$ cat config.mk
export PLATFORM = sky130hd
export DESIGN_NAME = resp_string_deframer
export DESIGN_NICKNAME = d
export VERILOG_FILES = /design/src/design/rsd_pkg.sv /design/src/design/resp_string_deframer.sv
export SDC_FILE = /design/constraint.sdc
export NUM_CORES = 1
export LEC_CHECK = 0
export ABC_CLOCK_PERIOD_IN_PS = 9800
export BUFFER_PORTS_ARGS = -buffer_cell sky130_fd_sc_hd__buf_2
export CORE_MARGIN = 3
export CORE_UTILIZATION = 50
export DETAILED_ROUTE_END_ITERATION = 10
export PLACE_DENSITY = 0.82
export SETUP_SLACK_MARGIN = 0.02
export SLEW_MARGIN = 20
export SYNTH_ARGS = -nofsm -noshare
export SYNTH_HDL_FRONTEND = slang
export SYNTH_SLANG_ARGS = --single-unit
$ cat constraint.sdc
create_clock -name clk -period 9.8 [get_ports clk]
set_input_delay 0.98 -clock clk [delete_from_list [all_inputs] [get_ports clk]]
set_output_delay 0.98 -clock clk [all_outputs]
set_load 0.005 [all_outputs]
$ cat src/design/rsd_pkg.sv
// ============================================================================
// rsd_pkg: shared constants and helpers for the string deframer
// Phase codes, result status codes, protocol characters and count widths.
// ============================================================================
package rsd_pkg;

  // Width of the internal length counters; reported counts saturate to 32 bits
  localparam int LENGTH_BITS = 32;
  localparam int REPORT_BITS = 32;

  // Protocol characters
  localparam logic [7:0] CH_PLUS   = 8'h2B;  // '+'
  localparam logic [7:0] CH_DOLLAR = 8'h24;  // '$'
  localparam logic [7:0] CH_MINUS  = 8'h2D;  // '-'
  localparam logic [7:0] CH_CR     = 8'h0D;
  localparam logic [7:0] CH_LF     = 8'h0A;
  localparam logic [7:0] CH_ZERO   = 8'h30;  // '0'
  localparam logic [7:0] CH_NINE   = 8'h39;  // '9'

  // Parser phases
  localparam logic [2:0] PH_HUNT       = 3'd0;
  localparam logic [2:0] PH_SIMPLE     = 3'd1;
  localparam logic [2:0] PH_BULK_FIRST = 3'd2;
  localparam logic [2:0] PH_BULK_HDR   = 3'd3;
  localparam logic [2:0] PH_BULK_BODY  = 3'd4;
  localparam logic [2:0] PH_WAIT_LF    = 3'd5;

  // End-of-string status codes
  localparam logic [1:0] ST_SIMPLE_OK = 2'd0;
  localparam logic [1:0] ST_BULK_OK   = 2'd1;
  localparam logic [1:0] ST_BULK_MISM = 2'd2;
  localparam logic [1:0] ST_NULL      = 2'd3;

  typedef logic [LENGTH_BITS-1:0] len_t;

  // Clamp an internal count to the 32-bit reported width
  function automatic logic [REPORT_BITS-1:0] sat_report(input len_t v);
    logic [LENGTH_BITS+REPORT_BITS-1:0] ext;
    ext = (LENGTH_BITS+REPORT_BITS)'(v);
    if (ext[LENGTH_BITS+REPORT_BITS-1:REPORT_BITS] != '0) begin
      return '1;
    end else begin
      return ext[REPORT_BITS-1:0];
    end
  endfunction

  // Saturating decimal accumulate: acc*10 + digit, clamped to all ones
  function automatic len_t dec_accum(input len_t acc, input logic [3:0] digit);
    logic [LENGTH_BITS+3:0] prod;
    prod = ((LENGTH_BITS+4)'(acc) << 3) + ((LENGTH_BITS+4)'(acc) << 1)
         + (LENGTH_BITS+4)'(digit);
    if (prod[LENGTH_BITS+3:LENGTH_BITS] != '0) begin
      return '1;
    end else begin
      return prod[LENGTH_BITS-1:0];
    end
  endfunction

endpackage

$ cat src/design/resp_string_deframer.sv
// ============================================================================
// resp_string_deframer: simple and bulk string deframer
// Hunts for '+' or '$', passes body bytes and emits an end item with status,
// body length and declared length for each string.
// ============================================================================
// Results are registered: a result appears on out_* in the cycle after its byte is accepted.
// Throughput: one byte per cycle; parser state and result register update on
//   the same edge, so in_tready only drops while a held result is not taken.
// Reset (rst_n low, synchronous): parser hunts for a start marker, counters
//   cleared, output register empty.
module resp_string_deframer (
  input  logic        clk,
  input  logic        rst_n,
  // input stream
  input  logic        in_tvalid,
  output logic        in_tready,
  input  logic [7:0]  in_tdata,   // [7:0] data_byte
  input  logic        in_tlast,   // buffer_end
  // result stream
  output logic        out_tvalid,
  input  logic        out_tready,
  output logic [71:0] out_tdata,  // [7:0] out_byte, [39:8] body_length,
                                  // [71:40] declared_length
  output logic [1:0]  out_tuser,  // [1:0] status
  output logic        out_tlast   // is_end
);

  // Parser state
  logic [2:0]         phase_r, phase_nxt;
  rsd_pkg::len_t      header_length_r, header_length_nxt;
  rsd_pkg::len_t      body_count_r, body_count_nxt;
  logic               digits_done_r, digits_done_nxt;
  logic               null_mark_r, null_mark_nxt;

  // Result register
  logic               out_valid_r;
  logic [7:0]         out_byte_r;
  logic               out_end_r;
  logic [1:0]         out_status_r;
  logic [31:0]        out_blen_r;
  logic [31:0]        out_dlen_r;

  // Result of the current byte
  logic               res_valid;
  logic [7:0]         res_byte;
  logic               res_end;
  logic [1:0]         res_status;
  logic [31:0]        res_blen;
  logic [31:0]        res_dlen;

  logic               in_acc;
  logic               is_digit;
  rsd_pkg::len_t      body_inc;

  // Take a new request whenever the result slot is free or draining
  assign in_tready = !out_valid_r || out_tready;
  assign in_acc    = in_tvalid && in_tready;

  assign is_digit = (in_tdata >= rsd_pkg::CH_ZERO) && (in_tdata <= rsd_pkg::CH_NINE);
  assign body_inc = (body_count_r == '1) ? body_count_r : body_count_r + 1'b1;

  // Per-byte parse step
  always_comb begin
    phase_nxt         = phase_r;
    header_length_nxt = header_length_r;
    body_count_nxt    = body_count_r;
    digits_done_nxt   = digits_done_r;
    null_mark_nxt     = null_mark_r;
    res_valid         = 1'b0;
    res_byte          = 8'd0;
    res_end           = 1'b0;
    res_status        = rsd_pkg::ST_SIMPLE_OK;
    res_blen          = 32'd0;
    res_dlen          = 32'd0;

    case (phase_r)
      rsd_pkg::PH_HUNT: begin
        if (in_tdata == rsd_pkg::CH_PLUS) begin
          header_length_nxt = '0;
          body_count_nxt    = '0;
          digits_done_nxt   = 1'b0;
          null_mark_nxt     = 1'b0;
          phase_nxt         = rsd_pkg::PH_SIMPLE;
        end else if (in_tdata == rsd_pkg::CH_DOLLAR) begin
          header_length_nxt = '0;
          body_count_nxt    = '0;
          digits_done_nxt   = 1'b0;
          null_mark_nxt     = 1'b0;
          phase_nxt         = rsd_pkg::PH_BULK_FIRST;
        end
      end
      rsd_pkg::PH_SIMPLE: begin
        res_valid = 1'b1;
        if (in_tdata == rsd_pkg::CH_CR) begin
          res_end   = 1'b1;
          res_blen  = rsd_pkg::sat_report(body_count_r);
          phase_nxt = rsd_pkg::PH_WAIT_LF;
        end else begin
          res_byte       = in_tdata;
          body_count_nxt = body_inc;
        end
      end
      rsd_pkg::PH_BULK_FIRST, rsd_pkg::PH_BULK_HDR: begin
        if (in_tdata == rsd_pkg::CH_LF) begin
          if (null_mark_r) begin
            res_valid         = 1'b1;
            res_end           = 1'b1;
            res_status        = rsd_pkg::ST_NULL;
            phase_nxt         = rsd_pkg::PH_HUNT;
            header_length_nxt = '0;
            body_count_nxt    = '0;
            digits_done_nxt   = 1'b0;
            null_mark_nxt     = 1'b0;
          end else begin
            body_count_nxt = '0;
            phase_nxt      = rsd_pkg::PH_BULK_BODY;
          end
        end else if (phase_r == rsd_pkg::PH_BULK_FIRST && in_tdata == rsd_pkg::CH_MINUS) begin
          null_mark_nxt   = 1'b1;
          digits_done_nxt = 1'b1;
          phase_nxt       = rsd_pkg::PH_BULK_HDR;
        end else begin
          // digits accumulate until the first non-digit on the line
          if (!digits_done_r) begin
            if (is_digit) begin
              header_length_nxt = rsd_pkg::dec_accum(header_length_r, in_tdata[3:0]);
            end else begin
              digits_done_nxt = 1'b1;
            end
          end
          phase_nxt = rsd_pkg::PH_BULK_HDR;
        end
      end
      rsd_pkg::PH_BULK_BODY: begin
        res_valid = 1'b1;
        if (in_tdata == rsd_pkg::CH_CR) begin
          res_end    = 1'b1;
          res_status = (body_count_r == header_length_r) ? rsd_pkg::ST_BULK_OK
                                                         : rsd_pkg::ST_BULK_MISM;
          res_blen   = rsd_pkg::sat_report(body_count_r);
          res_dlen   = rsd_pkg::sat_report(header_length_r);
          phase_nxt  = rsd_pkg::PH_WAIT_LF;
        end else begin
          res_byte       = in_tdata;
          body_count_nxt = body_inc;
        end
      end
      rsd_pkg::PH_WAIT_LF: begin
        if (in_tdata == rsd_pkg::CH_LF) begin
          phase_nxt         = rsd_pkg::PH_HUNT;
          header_length_nxt = '0;
          body_count_nxt    = '0;
          digits_done_nxt   = 1'b0;
          null_mark_nxt     = 1'b0;
        end
      end
      default: begin
        phase_nxt         = rsd_pkg::PH_HUNT;
        header_length_nxt = '0;
        body_count_nxt    = '0;
        digits_done_nxt   = 1'b0;
        null_mark_nxt     = 1'b0;
      end
    endcase

    // buffer end drops any partial frame
    if (in_tlast) begin
      phase_nxt         = rsd_pkg::PH_HUNT;
      header_length_nxt = '0;
      body_count_nxt    = '0;
      digits_done_nxt   = 1'b0;
      null_mark_nxt     = 1'b0;
    end
  end

  // Parser state registers
  always_ff @(posedge clk) begin
    if (!rst_n) begin
      phase_r         <= rsd_pkg::PH_HUNT;
      header_length_r <= '0;
      body_count_r    <= '0;
      digits_done_r   <= 1'b0;
      null_mark_r     <= 1'b0;
    end else if (in_acc) begin
      phase_r         <= phase_nxt;
      header_length_r <= header_length_nxt;
      body_count_r    <= body_count_nxt;
      digits_done_r   <= digits_done_nxt;
      null_mark_r     <= null_mark_nxt;
    end
  end

  // Result valid flag
  always_ff @(posedge clk) begin
    if (!rst_n) begin
      out_valid_r <= 1'b0;
    end else if (in_tready) begin
      out_valid_r <= in_acc && res_valid;
    end
  end

  // Result payload
  always_ff @(posedge clk) begin
    if (in_acc && res_valid) begin
      out_byte_r   <= res_byte;
      out_end_r    <= res_end;
      out_status_r <= res_status;
      out_blen_r   <= res_blen;
      out_dlen_r   <= res_dlen;
    end
  end

  assign out_tvalid = out_valid_r;
  assign out_tdata  = {out_dlen_r, out_blen_r, out_byte_r};
  assign out_tuser  = out_status_r;
  assign out_tlast  = out_end_r;

  // ---------------------------------------------------------------------------
  // Assertions
  // ---------------------------------------------------------------------------

  // a held result blocks new requests
  a_hold_blocks_input: assert property (@(posedge clk) disable iff (!rst_n)
    (out_tvalid && !out_tready) |-> !in_tready)
    else $error("request accepted while result held");

  // buffer end always leaves the parser hunting with counters cleared
  a_buffer_end_clears: assert property (@(posedge clk) disable iff (!rst_n)
    (in_acc && in_tlast) |=> (phase_r == rsd_pkg::PH_HUNT && body_count_r == '0
                              && header_length_r == '0))
    else $error("buffer end did not abandon frame");

  // hunting implies cleared frame counters
  a_hunt_counters_clear: assert property (@(posedge clk) disable iff (!rst_n)
    (phase_r == rsd_pkg::PH_HUNT) |-> (body_count_r == '0 && header_length_r == '0
                                       && !null_mark_r))
    else $error("stale counters while hunting");

  // body byte items carry no status or lengths
  a_body_item_clean: assert property (@(posedge clk) disable iff (!rst_n)
    (out_tvalid && !out_tlast) |-> (out_tuser == rsd_pkg::ST_SIMPLE_OK
                                    && out_tdata[71:8] == '0))
    else $error("body item with nonzero status or length");

  // null end items report no lengths
  a_null_item_clean: assert property (@(posedge clk) disable iff (!rst_n)
    (out_tvalid && out_tlast && out_tuser == rsd_pkg::ST_NULL) |-> (out_tdata == '0))
    else $error("null item with nonzero payload");

endmodule
# Yosys cells after proc, flatten, opt, wreduce, memory -nomap -nowiden
# Index checks and enable logic that the tools add are counted.
# word_totals
output_inout_bits	77
wordCells	107
ff_bits	145
# op_classes
reduce_logical	19
n_eq_ne	24
addsub	3
bitwise	1
n_mux	47
magnitude_cmp	2
# op_table
op	n
two-way mux 32 bit	13
case mux 32 bit (4 select lines)	1
case mux 32 bit (3 select lines)	1
adder 35 x 33 -> 36 bit	1
adder 36 x 4 -> 36 bit	1
adder 32 x 1 -> 32 bit (second input constant)	1
equality test 32 bit	1
equality test 32 bit (second input constant)	1
equality test 8 x 6 -> 1 bit (second input constant)	3
!= test 4 bit (second input constant)	6
two-way mux 3 bit	7
equality test 8 x 4 -> 1 bit (second input constant)	2
two-way mux 1 bit	15
AND reduction 5 bit	3
case mux 3 bit (4 select lines)	1
!= test 3 bit (second input constant)	3
>= comparator 8 x 6 -> 1 bit (second input constant)	1
<= comparator 8 x 6 -> 1 bit (second input constant)	1
two-way mux 2 bit	4
case mux 1 bit (4 select lines)	2
AND reduction 8 bit	1
equality test 3 x 2 -> 1 bit (second input constant)	2
equality test 3 bit (second input constant)	2
!= test 3 x 1 -> 1 bit (second input constant)	2
14 further kinds	21

# Depth between registers and ports, before layout
# Gate-level depths: netlist of the first run.
# logic_depth
ltp_word	10
depth_mapped	14
depth_no_buf	13

# Worst setup path before layout of the first run
# No wires, ideal clock.
# synth_path
path_kind	input to register
start	in in_tdata[4]
end	reg out_blen_r[0] (enable)
path_slack_ns	3.828
cell_stages	4
t_arrival_ns	5.437
n_path_buf	0
required_time_ns	9.265
cell_sequence	nor4b_2 > and2_1 > nand3_1 > a21oi_1
# synth_via
elab_chain_len	4
# synth_lines
element	line	rtl
start: declaration	resp_string_deframer.sv:17	input logic [7:0] in_tdata,
equality test 8 x 4 -> 1 bit	resp_string_deframer.sv:104	if (in_tdata == rsd_pkg::CH_LF) begin
two-way mux 1 bit	resp_string_deframer.sv:104	
case mux 1 bit (2 select lines)	resp_string_deframer.sv:76	case (phase_r)
logical AND 1 bit	resp_string_deframer.sv:204	if (in_acc && res_valid) begin
end signal: assignment	resp_string_deframer.sv:208	out_blen_r <= res_blen;
end: declaration	resp_string_deframer.sv:40	logic [31:0] out_blen_r;
# No other way between the ends.
# A chain may end at the register's enable or synchronous reset.

# Worst setup path in the final report of the first run
# layout_path
start	in in_tdata[3]
end	reg header_length_r[3]
# layout_via
elab_chain_len	9
word_cells_on_any_way	25
cone_classes	1 x add/sub; 2 x order compare; 10 x eq/ne; 8 x mux; 4 x reduce/logical
# layout_lines
element	line	rtl
adder 36 x 4 -> 36 bit	rsd_pkg.sv:51	+ (LENGTH_BITS+4)'(digit);
nonzero test 4 bit	rsd_pkg.sv:52	if (prod[LENGTH_BITS+3:LENGTH_BITS] != '0) begin
two-way mux 32 bit	rsd_pkg.sv:52	
two-way mux 32 bit	resp_string_deframer.sv:125	if (is_digit) begin
two-way mux 32 bit	resp_string_deframer.sv:124	if (!digits_done_r) begin
two-way mux 32 bit	resp_string_deframer.sv:118	end else if (phase_r == rsd_pkg::PH_BULK_FIRST && in_tdata == rsd_pkg::CH_MINUS) begin
two-way mux 32 bit	resp_string_deframer.sv:104	
case mux 32 bit (4 select lines)	resp_string_deframer.sv:76	
two-way mux 32 bit	resp_string_deframer.sv:167	if (in_tlast) begin
end signal: assignment	resp_string_deframer.sv:186	header_length_r <= header_length_nxt;
end: declaration	resp_string_deframer.sv:30	rsd_pkg::len_t header_length_r, header_length_nxt;
# Parallel ways exist; a longest one is shown, timed or not. The select of a mux whose other input is x is not followed.

==> reports/results.tsv, run 1 <==
metric	value	unit
status	finished clean	
start_kind	input pin	
first_global_vias	5992	
dp_slack	5.20	ns
timing.rr.end	header_length_r[3]$_SDFFE_PN0P_	
cts_buffer_depth	2	
synthDistinctLibCells	64	
dr.pass1.iters	5	
seq_area	0.00365	mm^2
final_antenna_net_count	0	
setup_ws	5.57	ns
ios	90	
num_rows	46	
dieWidth	134	um
port_buffers	89	
place_hpwl	13.6	mm
cts_buffers	17	
ys_ff_latch	145	
async_flop_share	0	
synth_fp_nets	871	
drive_above_1_share	0.156	
dieArea	0.0179	mm^2
layout_commonest_cell	buf_2	
core-area	0.0159	mm^2
timing.rr.start	header_length_r[0]$_SDFFE_PN0P_	
start_util	0.513	
p_leak	4.15	nW
h-tree-depth	4	
netlist_instances	792	
drt_iter0_drc	726	
worstPathRequired	10.10	ns
finalCritPeriodShare	0.431	
overflow	0	
arrival	4.53	ns
synth_edf_count	75	
powerDensity	154	mW/mm^2
cts_tree	done	
total_power	1.46	mW
cts_setup_buffers	0	
netlist_area	0.00818	mm^2
fillers	1281	
finalClockSkew	0.0132	ns
finalMaxSlewViolations	0	
layout_common_cells	buf_2 (89), edfxtp_1 (75), and2_1 (70), dfxtp_1 (70), ha_1 (64)	
cts_sinks	145	
worst-path-max-fanout	32	
ys_warn_count	0	
yosys_most_used_dff	edfxtp_1	
hp-class	flip-flop to flip-flop	
slew_headroom	0.295	
grt_usage	0.209	
avgViaCountPerCell	5.79	
setup_violations	0	
rsz0062_at_grt	false	
wl_per_cell	16.9	um
holdBufCountCts	0	
hold_slack	0.528	ns
critPathKind	input pin to flip-flop	
antennaDiodeCount	0	
yosysSeqAreaShare	0.447	
synth.avg_cell_area	10.3	um^2
antenna_found_initial	0	
rrSetupSlack	5.91	ns
finalWirelength	18.6	mm
timing.setup.tns	0	ns
worst_slew_pin_slew	1.06	ns
fin_crit	4.23	ns
multiInputGateArea	0.00433	mm^2
vias	6379	
crit_path_end_kind	flip-flop	
final_nets	952	
cts-resized-gates	0	
setup.worst_path.start	in_tdata[3]	
die_y	134	um
cts-root-buf	clkbuf_16	
fmax	237	MHz
cap_violations	0	
drc	0	
place_congestion	0.921	
ff2ff_path_depth	13	
clock_latency	0.42	ns
syn_to_final_growth	15.9	%
grt_max_degree	77	
fin_cells	1102	
dp_cells	1070	
critical_path.endpoint	header_length_r[3]$_SDFFE_PN0P_	
grt_pass1_wl	30.3	mm
hold_viol	0	
ir_drop	0.111	mV
path_clk_slew	0.06	ns
[worst min path at each step]
stage / from / to / slack [ns] / cells past startpoint
after floorplan: null_mark_r$_SDFFE_PN0P_ / null_mark_r$_SDFFE_PN0P_ / 0.46 / 2
after global placement: null_mark_r$_SDFFE_PN0P_ / null_mark_r$_SDFFE_PN0P_ / 0.49 / 2
after detailed placement: null_mark_r$_SDFFE_PN0P_ / null_mark_r$_SDFFE_PN0P_ / 0.51 / 2
after CTS: out_tvalid$_SDFFE_PN0N_ / out_tvalid$_SDFFE_PN0N_ / 0.53 / 2
after global routing: digits_done_r$_SDFFE_PN0P_ / digits_done_r$_SDFFE_PN0P_ / 0.57 / 2
final: out_tvalid$_SDFFE_PN0N_ / out_tvalid$_SDFFE_PN0N_ / 0.53 / 2
[sequential cells by signal, indices dropped and copies added, names as in the netlist]
register,count
body_count_r,32
header_length_r,32
out_blen_r,32
out_dlen_r,32
out_byte_r,8
phase_r,3
out_tuser,2
digits_done_r,1
null_mark_r,1
out_tlast,1
out_tvalid,1
[through the flow]
stage / cell area, um^2 / util
global placement: 8810 / 0.553
CTS: 9480 / 0.595
floorplan: 8180 / -
finish: 9480 / 0.595
global route: 9480 / 0.595
detailed placement: 8820 / 0.553
[final cells by class]
class,count,area share
well taps,216,0.0285
inverters,20,0.00792
repair buffers,95,0.0517
clock inverters,10,0.0219
flip-flops and latches,145,0.385
clock buffers,22,0.0479
multi-input cells,594,0.457
[synthesized netlist by cell type (all sizes together) (4+ instances only)]
| cell type | n | area share |
|---|---|---|
| edfxtp | 75 | 0.28 |
| and2 | 70 | 0.054 |
| dfxtp | 70 | 0.17 |
| ha | 64 | 0.098 |
| xor2 | 59 | 0.063 |
| nor2 | 57 | 0.026 |
| a21oi | 44 | 0.027 |
| nand2 | 39 | 0.018 |
| a221o | 32 | 0.039 |
| o21ai | 28 | 0.017 |
| clkbuf | 26 | 0.012 |
| nand3 | 24 | 0.015 |
| xnor2 | 22 | 0.024 |
| inv | 19 | 0.0087 |
| nand4 | 17 | 0.013 |
| a21o | 14 | 0.013 |
| nor4 | 13 | 0.0099 |
| or3 | 11 | 0.0084 |
| nor3 | 9 | 0.0055 |
| and3 | 7 | 0.0055 |
| and4 | 7 | 0.0075 |
| buf | 7 | 0.0064 |
| nand2b | 7 | 0.0054 |
| o21a | 6 | 0.0055 |
| a211oi | 5 | 0.0046 |
| nor4b | 5 | 0.0061 |
| o211ai | 5 | 0.0046 |
| o21bai | 5 | 0.0046 |
| a21boi | 4 | 0.0037 |
| nor2b | 4 | 0.0031 |
[critical path: stages]
cell	delay, ns
buf_2	0.15
fa_1	0.57
inv_1	0.07
fa_1	0.45
nor2b_1	0.20
o2111ai_1	0.12
and3_2	0.27
o311ai_2	0.39
a221oi_4	0.15
o31ai_1	0.31
xnor2_1	0.17
a41oi_2	0.11
buf_4	0.25
a221o_1	0.31
[where the power goes]
group	total (mW)	internal [mW]	leakage, nW	switching, mW
Sequential	0.665	0.657	1.27	0.00763
Combinational	0.0699	0.0236	2.57	0.0463
Clock	0.721	0.484	0.312	0.237
Total	1.46	1.16	4.15	0.291
[cell families after synthesis]
kind of cell / after synthesis / share of synthesized area
mux: 2 / 0.00245
fa+ha+maj: 66 / 0.103
flops: 145 / 0.447
xor+xnor: 81 / 0.0868
compound gates: 167 / 0.149
buf+inv: 53 / 0.0275
simple gates: 278 / 0.185
[per-layer routing]
metal	vias to the layer above	part of all wire	track usage
met4	0	0.031	0.101
li1	3095	-	-
met5	-	0	0
met3	38	0.049	0.0315
met1	3000	0.45	0.286
met2	246	0.47	0.328
Power figures use the tool's default switching activity.
==> inputs of run 2 (changes only) <==
--- a/config.mk
+++ b/config.mk
@@ -5,12 +5,12 @@
 export SDC_FILE = /design/constraint.sdc
 export NUM_CORES = 1
 export LEC_CHECK = 0
-export ABC_CLOCK_PERIOD_IN_PS = 9800
+export ABC_CLOCK_PERIOD_IN_PS = 3650
 export BUFFER_PORTS_ARGS = -buffer_cell sky130_fd_sc_hd__buf_2
 export CORE_MARGIN = 3
 export CORE_UTILIZATION = 50
 export DETAILED_ROUTE_END_ITERATION = 10
-export PLACE_DENSITY = 0.82
+export PLACE_DENSITY = 0.84
 export SETUP_SLACK_MARGIN = 0.02
 export SLEW_MARGIN = 20
 export SYNTH_ARGS = -nofsm -noshare
==> constraint.sdc (replaced) <==
create_clock -name clk -period 3.65 [get_ports clk]
set_input_delay 0.365 -clock clk [delete_from_list [all_inputs] [get_ports clk]]
set_output_delay 0.365 -clock clk [all_outputs]
set_load 0.005 [all_outputs]
==> reports/results.tsv, run 2 (synthesis results as in run 1) <==
metric	value	unit	change
cts_tree	done		
drt_iter0_drc	927		+28%
core-area	0.0159	mm^2	unchanged
worst-path-max-fanout	8		-75%
hold_viol	0		unchanged
num_rows	46		unchanged
place_hpwl	14.1	mm	+3.4%
cts_buffers	17		unchanged
arrival	3.88	ns	-0.65 ns
fillers	1242		-3.0%
power.share.combinational	0.056		+0.008
rrSetupSlack	0.07	ns	-5.84 ns
layout_common_cells	buf_2 (89), edfxtp_1 (75), and2_1 (70)		
fin_crit	3.58	ns	
crit_path_end_kind	flip-flop		
drive_above_1_share	0.191		+0.0348
cts_buffer_depth	2		unchanged
p_leak	4.25	nW	+2.5%
finalWirelength	20.2	mm	+8.6%
start_util	0.513		unchanged
p_int	2.72	mW	+130%
hold_slack	0.245	ns	-0.283 ns
crit_family	compound AO/OA/AOI/OAI gates		
vias	6625		+3.9%
syn_to_final_growth	18.0	%	
worst_slew_pin_slew	0.635	ns	-0.421 ns
port_buffers	89		unchanged
dr.pass1.iters	5		unchanged
drc	0		unchanged
final_antenna_net_count	0		unchanged
crit_chain	ha_1, ha_1, a21oi_1, o21ai_0, a221oi_4, o311ai_4, a221oi_4, o31ai_2, xnor2_1, a41oi_4, clkbuf_16, a221o_1		
slew_headroom	0.576		+0.281
critPathKind	flip-flop to flip-flop		
grt_pass1_wl	31.4	mm	+3.5%
p_sw	0.821	mW	+180%
ios	90		unchanged
finalMaxSlewViolations	0		unchanged
antennaDiodeCount	0		unchanged
worstPathRequired	3.95	ns	-6.15 ns
h-tree-depth	4		unchanged
cts-root-buf	clkbuf_16		
clock_latency	0.42	ns	about the same
setup_violations	0		unchanged
finalCritPeriodShare	0.982		
layout_commonest_cell	buf_2		
cap_violations	0		unchanged
die_y	134	um	unchanged
total_power	3.54	mW	+140%
switching_share	0.232		+0.0317
grt_max_degree	77		unchanged
path_buf_inv	1		-2
power_frac_clock	0.440		-0.055
dieWidth	134	um	unchanged
powerDensity	367	mW/mm^2	+140%
final_nets	974		+2.3%
ir_drop	0.270	mV	+140%
start_kind	flip-flop		
wl_per_cell	18.0	um	+6.5%
overflow	0		unchanged
hp-class	input pin to flip-flop		
cp_slowest_cell	ha_1		
path_clk_slew	0.06	ns	about the same
status	finished clean		
fmax	279	MHz	
antenna_found_initial	0		unchanged
grt_usage	0.217		+0.00748
first_global_vias	6375		+6.4%
p_seq_frac	0.504		+0.047
avgViaCountPerCell	5.89		+1.8%
cts_sinks	145		unchanged
cpPeakStageDelay	0.40	ns	-0.17 ns
finalClockSkew	0.0103	ns	-0.00294 ns
dieArea	0.0179	mm^2	unchanged
place_congestion	0.904		-1.9%
[run 2: power by group through the flow]
| stage | Sequential (mW) | Combinational, mW | Clock [mW] |
|---|---|---|---|
| after floorplan | 1.82 | 0.106 | 0 |
| after global placement | 1.82 | 0.191 | 0 |
| final | 1.78 | 0.199 | 1.56 |
| after CTS | 1.78 | 0.197 | 1.56 |
| after detailed placement | 1.82 | 0.195 | 0 |
| after global routing | 1.79 | 0.218 | 1.63 |
[run 2: stage by stage]
stage	area [um^2]	std cells	util	worst slack [ns]	setup TNS, ns
floorplan	8190	792	-	0.113	0
finish	9650	1124	0.605	0.0654	0
global placement	8960	1086	0.562	-0.118	-3.74
CTS	9510	1118	0.596	0.0596	0
global route	9650	1124	0.605	-0.0291	-0.308
detailed placement	8960	1086	0.562	-0.195	-5.18
[run 2: per-layer routing]
metal	part of all wire	routed length (um)	track usage
met1	0.41	8300	0.282
met2	0.49	9930	0.361
met3	0.067	1360	0.0349
met4	0.031	620	0.0880
met5	0	0	0
[run 2: area by class of cell]
type,count,area (um^2),area share
Clock buffer,20,447,0.0463
Clock inverter,12,86.3,0.00895
Inverter,20,75.1,0.00778
Multi-Input combinational cell,594,4390,0.455
Sequential cell,145,3660,0.379
Tap cell,216,270,0.0280
Timing Repair Buffer,117,719,0.0746
[run 2: worst min-delay path, delay by kind of cell]
kind | cells | cell delay [ns]
AO/OA/AOI/OAI | 2 | 0.12
buffers and inverters | 1 | 0.13
[run 2: what timing repair did]
action                                  CTS  global route
hold buffers                              0             0
cloned                                    0             3
buffers inserted                          0             3
resized for setup                         2            14
pin swaps                                 0             8
endpoints found under the setup margin   30            32
[run 2: path summary, 6_finish.rpt]
| check | endpoint | start | cells past startpoint |
|---|---|---|---|
| worst max register to register | header_length_r[21]$_SDFFE_PN0P_ | header_length_r[8]$_SDFFE_PN0P_ | 12 |
| worst min register to register | null_mark_r$_SDFFE_PN0P_ | null_mark_r$_SDFFE_PN0P_ | 2 |
| worst min-delay path | phase_r[1]$_SDFFE_PN0P_ | rst_n | 3 |
| worst max-delay path | header_length_r[21]$_SDFFE_PN0P_ | header_length_r[8]$_SDFFE_PN0P_ | 12 |
==> inputs of run 3 (changes only) <==
--- a/config.mk
+++ b/config.mk
@@ -11,6 +11,7 @@
 export CORE_UTILIZATION = 50
 export DETAILED_ROUTE_END_ITERATION = 10
 export PLACE_DENSITY = 0.84
+export RECOVER_POWER = 100
 export SETUP_SLACK_MARGIN = 0.02
 export SLEW_MARGIN = 20
 export SYNTH_ARGS = -nofsm -noshare
==> reports/results.tsv, run 3 (synthesis results as in run 1) <==
metric	value	unit	change
setup_violations	0		unchanged
powerDensity	368	mW/mm^2	+0.36%
dieArea	0.0179	mm^2	unchanged
total_power	3.53	mW	-0.21%
p_seq_frac	0.505		about the same
worst-path-max-fanout	8		unchanged
timing.rr.end	header_length_r[29]$_SDFFE_PN0P_		
path_clk_slew	0.06	ns	about the same
avgViaCountPerCell	5.92		+0.48%
worst_slew_pin_slew	1.25	ns	+0.617 ns
dp_cells	1086		unchanged
p_sw	0.819	mW	-0.24%
start_util	0.513		unchanged
grt_busiest_layer	met2		
final_antenna_net_count	0		unchanged
dp_slack	-0.195	ns	unchanged
finalCritPeriodShare	0.977		-0.00548
first_global_vias	6375		unchanged
finalClockSkew	0.0107	ns	+0.000465 ns
ff2ff_path_depth	12		unchanged
design_area	0.00959	mm^2	-0.57%
place_hpwl	14.1	mm	unchanged
arrival	3.86	ns	-0.02 ns
met1_usage	0.282		unchanged
hp-class	input pin to flip-flop		
gr-usage-met3	0.0349		unchanged
timing.rr.start	header_length_r[8]$_SDFFE_PN0P_		
cts_buffers	17		unchanged
hold_path.startpoint	rst_n		
die_y	134	um	unchanged
dr.pass1.iters	5		unchanged
crit_path_end_kind	flip-flop		
fin_crit	3.56	ns	-0.0200 ns
finalMaxSlewViolations	0		unchanged
final_nets	974		unchanged
start_kind	flip-flop		
hold_slack	0.244	ns	-0.000856 ns
fmax	281	MHz	+0.56%
min_to	phase_r[1]$_SDFFE_PN0P_		
antennaDiodeCount	0		unchanged
switching_share	0.232		about the same
post-route-util	0.602		-0.00345
multiInputGateArea	0.00438	mm^2	-0.14%
fillers	1260		+1.4%
drive_above_1_share	0.151		-0.0396
port_buffers	89		unchanged
hold_viol	0		unchanged
setup_ws	0.0854	ns	+0.0200 ns
rrSetupSlack	0.09	ns	+0.02 ns
cap_violations	0		unchanged
ios	90		unchanged
overflow	0		unchanged
h-tree-depth	4		unchanged
layout_commonest_cell	edfxtp_1		
syn_to_final_growth	17.3	%	
core-area	0.0159	mm^2	unchanged
hold_depth	3		unchanged
status	finished clean		
slew_headroom	0.165		-0.410
timing.setup.tns	0	ns	unchanged
vias	6657		+0.48%
cts_tree	done		
use_met2	0.361		unchanged
setup.worst_path.start	header_length_r[8]$_SDFFE_PN0P_		
finalWirelength	20.2	mm	-0.10%
power.share.combinational	0.055		about the same
place_congestion	0.904		unchanged
p_int	2.71	mW	-0.20%
drt_iter0_drc	850		-8.3%
grt_pass1_wl	31.4	mm	unchanged
grt_max_degree	77		unchanged
wl_per_cell	18.0	um	-0.10%
p_leak	4.13	nW	-2.9%
critPathKind	flip-flop to flip-flop		
cts_sinks	145		unchanged
antenna_found_initial	0		unchanged
dieWidth	134	um	unchanged
power_frac_clock	0.440		about the same
clock_latency	0.42	ns	about the same
fin_cells	1124		unchanged
grt_usage	0.217		unchanged
cts-root-buf	clkbuf_16		
layout_common_cells	edfxtp_1 (75), dfxtp_1 (65), ha_1 (63)		
num_rows	46		unchanged
drc	0		unchanged
dpl-instance-area	0.00896	mm^2	unchanged
cts_buffer_depth	2		unchanged
ir_drop	0.269	mV	-0.16%
worstPathRequired	3.95	ns	about the same
seq_area	0.00366	mm^2	unchanged
run 3: cell count changes in the layout (fill, tap and decap cells not counted), sizes merged:
| cell | before | now |
|---|---|---|
| clkbuf | 22 | 57 |
| buf | 115 | 80 |
run 3: how the worst max path moves through the flow:
stage	endpoint	slack (ns)	cells after the start
5_1_grt	header_length_r[21]$_SDFFE_PN0P_	-0.03	13
3_5_place_dp	header_length_r[26]$_SDFFE_PN0P_	-0.20	14
3_3_place_gp	header_length_r[14]$_SDFFE_PN0P_	-0.12	14
4_1_cts	header_length_r[29]$_SDFFE_PN0P_	0.06	13
6_report	header_length_r[29]$_SDFFE_PN0P_	0.09	12
2_1_floorplan	header_length_r[1]$_SDFFE_PN0P_	0.11	13
run 3: area by class of cell:
type                            instances  area share
Sequential cell                       145       0.382
Inverter                               20     0.00783
Tap cell                              216      0.0282
Timing Repair Buffer                  117      0.0699
Clock buffer                           20      0.0466
Clock inverter                         12     0.00900
Multi-Input combinational cell        594       0.457
run 3: what timing repair did:
action,CTS,global route
gates resized for setup,2,14
gates cloned,0,3
setup endpoints to repair,30,32
hold buffers,0,0
pin swaps,0,8
setup buffers,0,3
run 3: worst max-delay path, stage by stage (launching register included):
cell and delay [ns]:
dfxtp_2 0.36, ha_1 0.32, ha_1 0.40, a21oi_1 0.22, o21ai_0 0.19, a221oi_4 0.32, o311ai_4 0.16, a221oi_4 0.34
o31ai_2 0.11, xnor2_1 0.26, a41oi_4 0.25, buf_12 0.22, a221o_1 0.29
run 3: power by group through the flow:
stage                     registers (mW)  clock network (mW)  logic (mW)
after detailed placement            1.82                   0       0.195
after floorplan                     1.82                   0       0.106
after global routing                1.79                1.63       0.212
final                               1.78                1.56       0.193
after CTS                           1.78                1.56       0.197
after global placement              1.82                   0       0.191
run 3: metal layers:
layer | vias up | share of wire | wire length, um
met2 | 316 | 0.49 | 9870
met1 | 3146 | 0.41 | 8350
met4 | 0 | 0.032 | 652
met3 | 55 | 0.065 | 1320
met5 | - | 0 | 0
li1 | 3140 | - | -
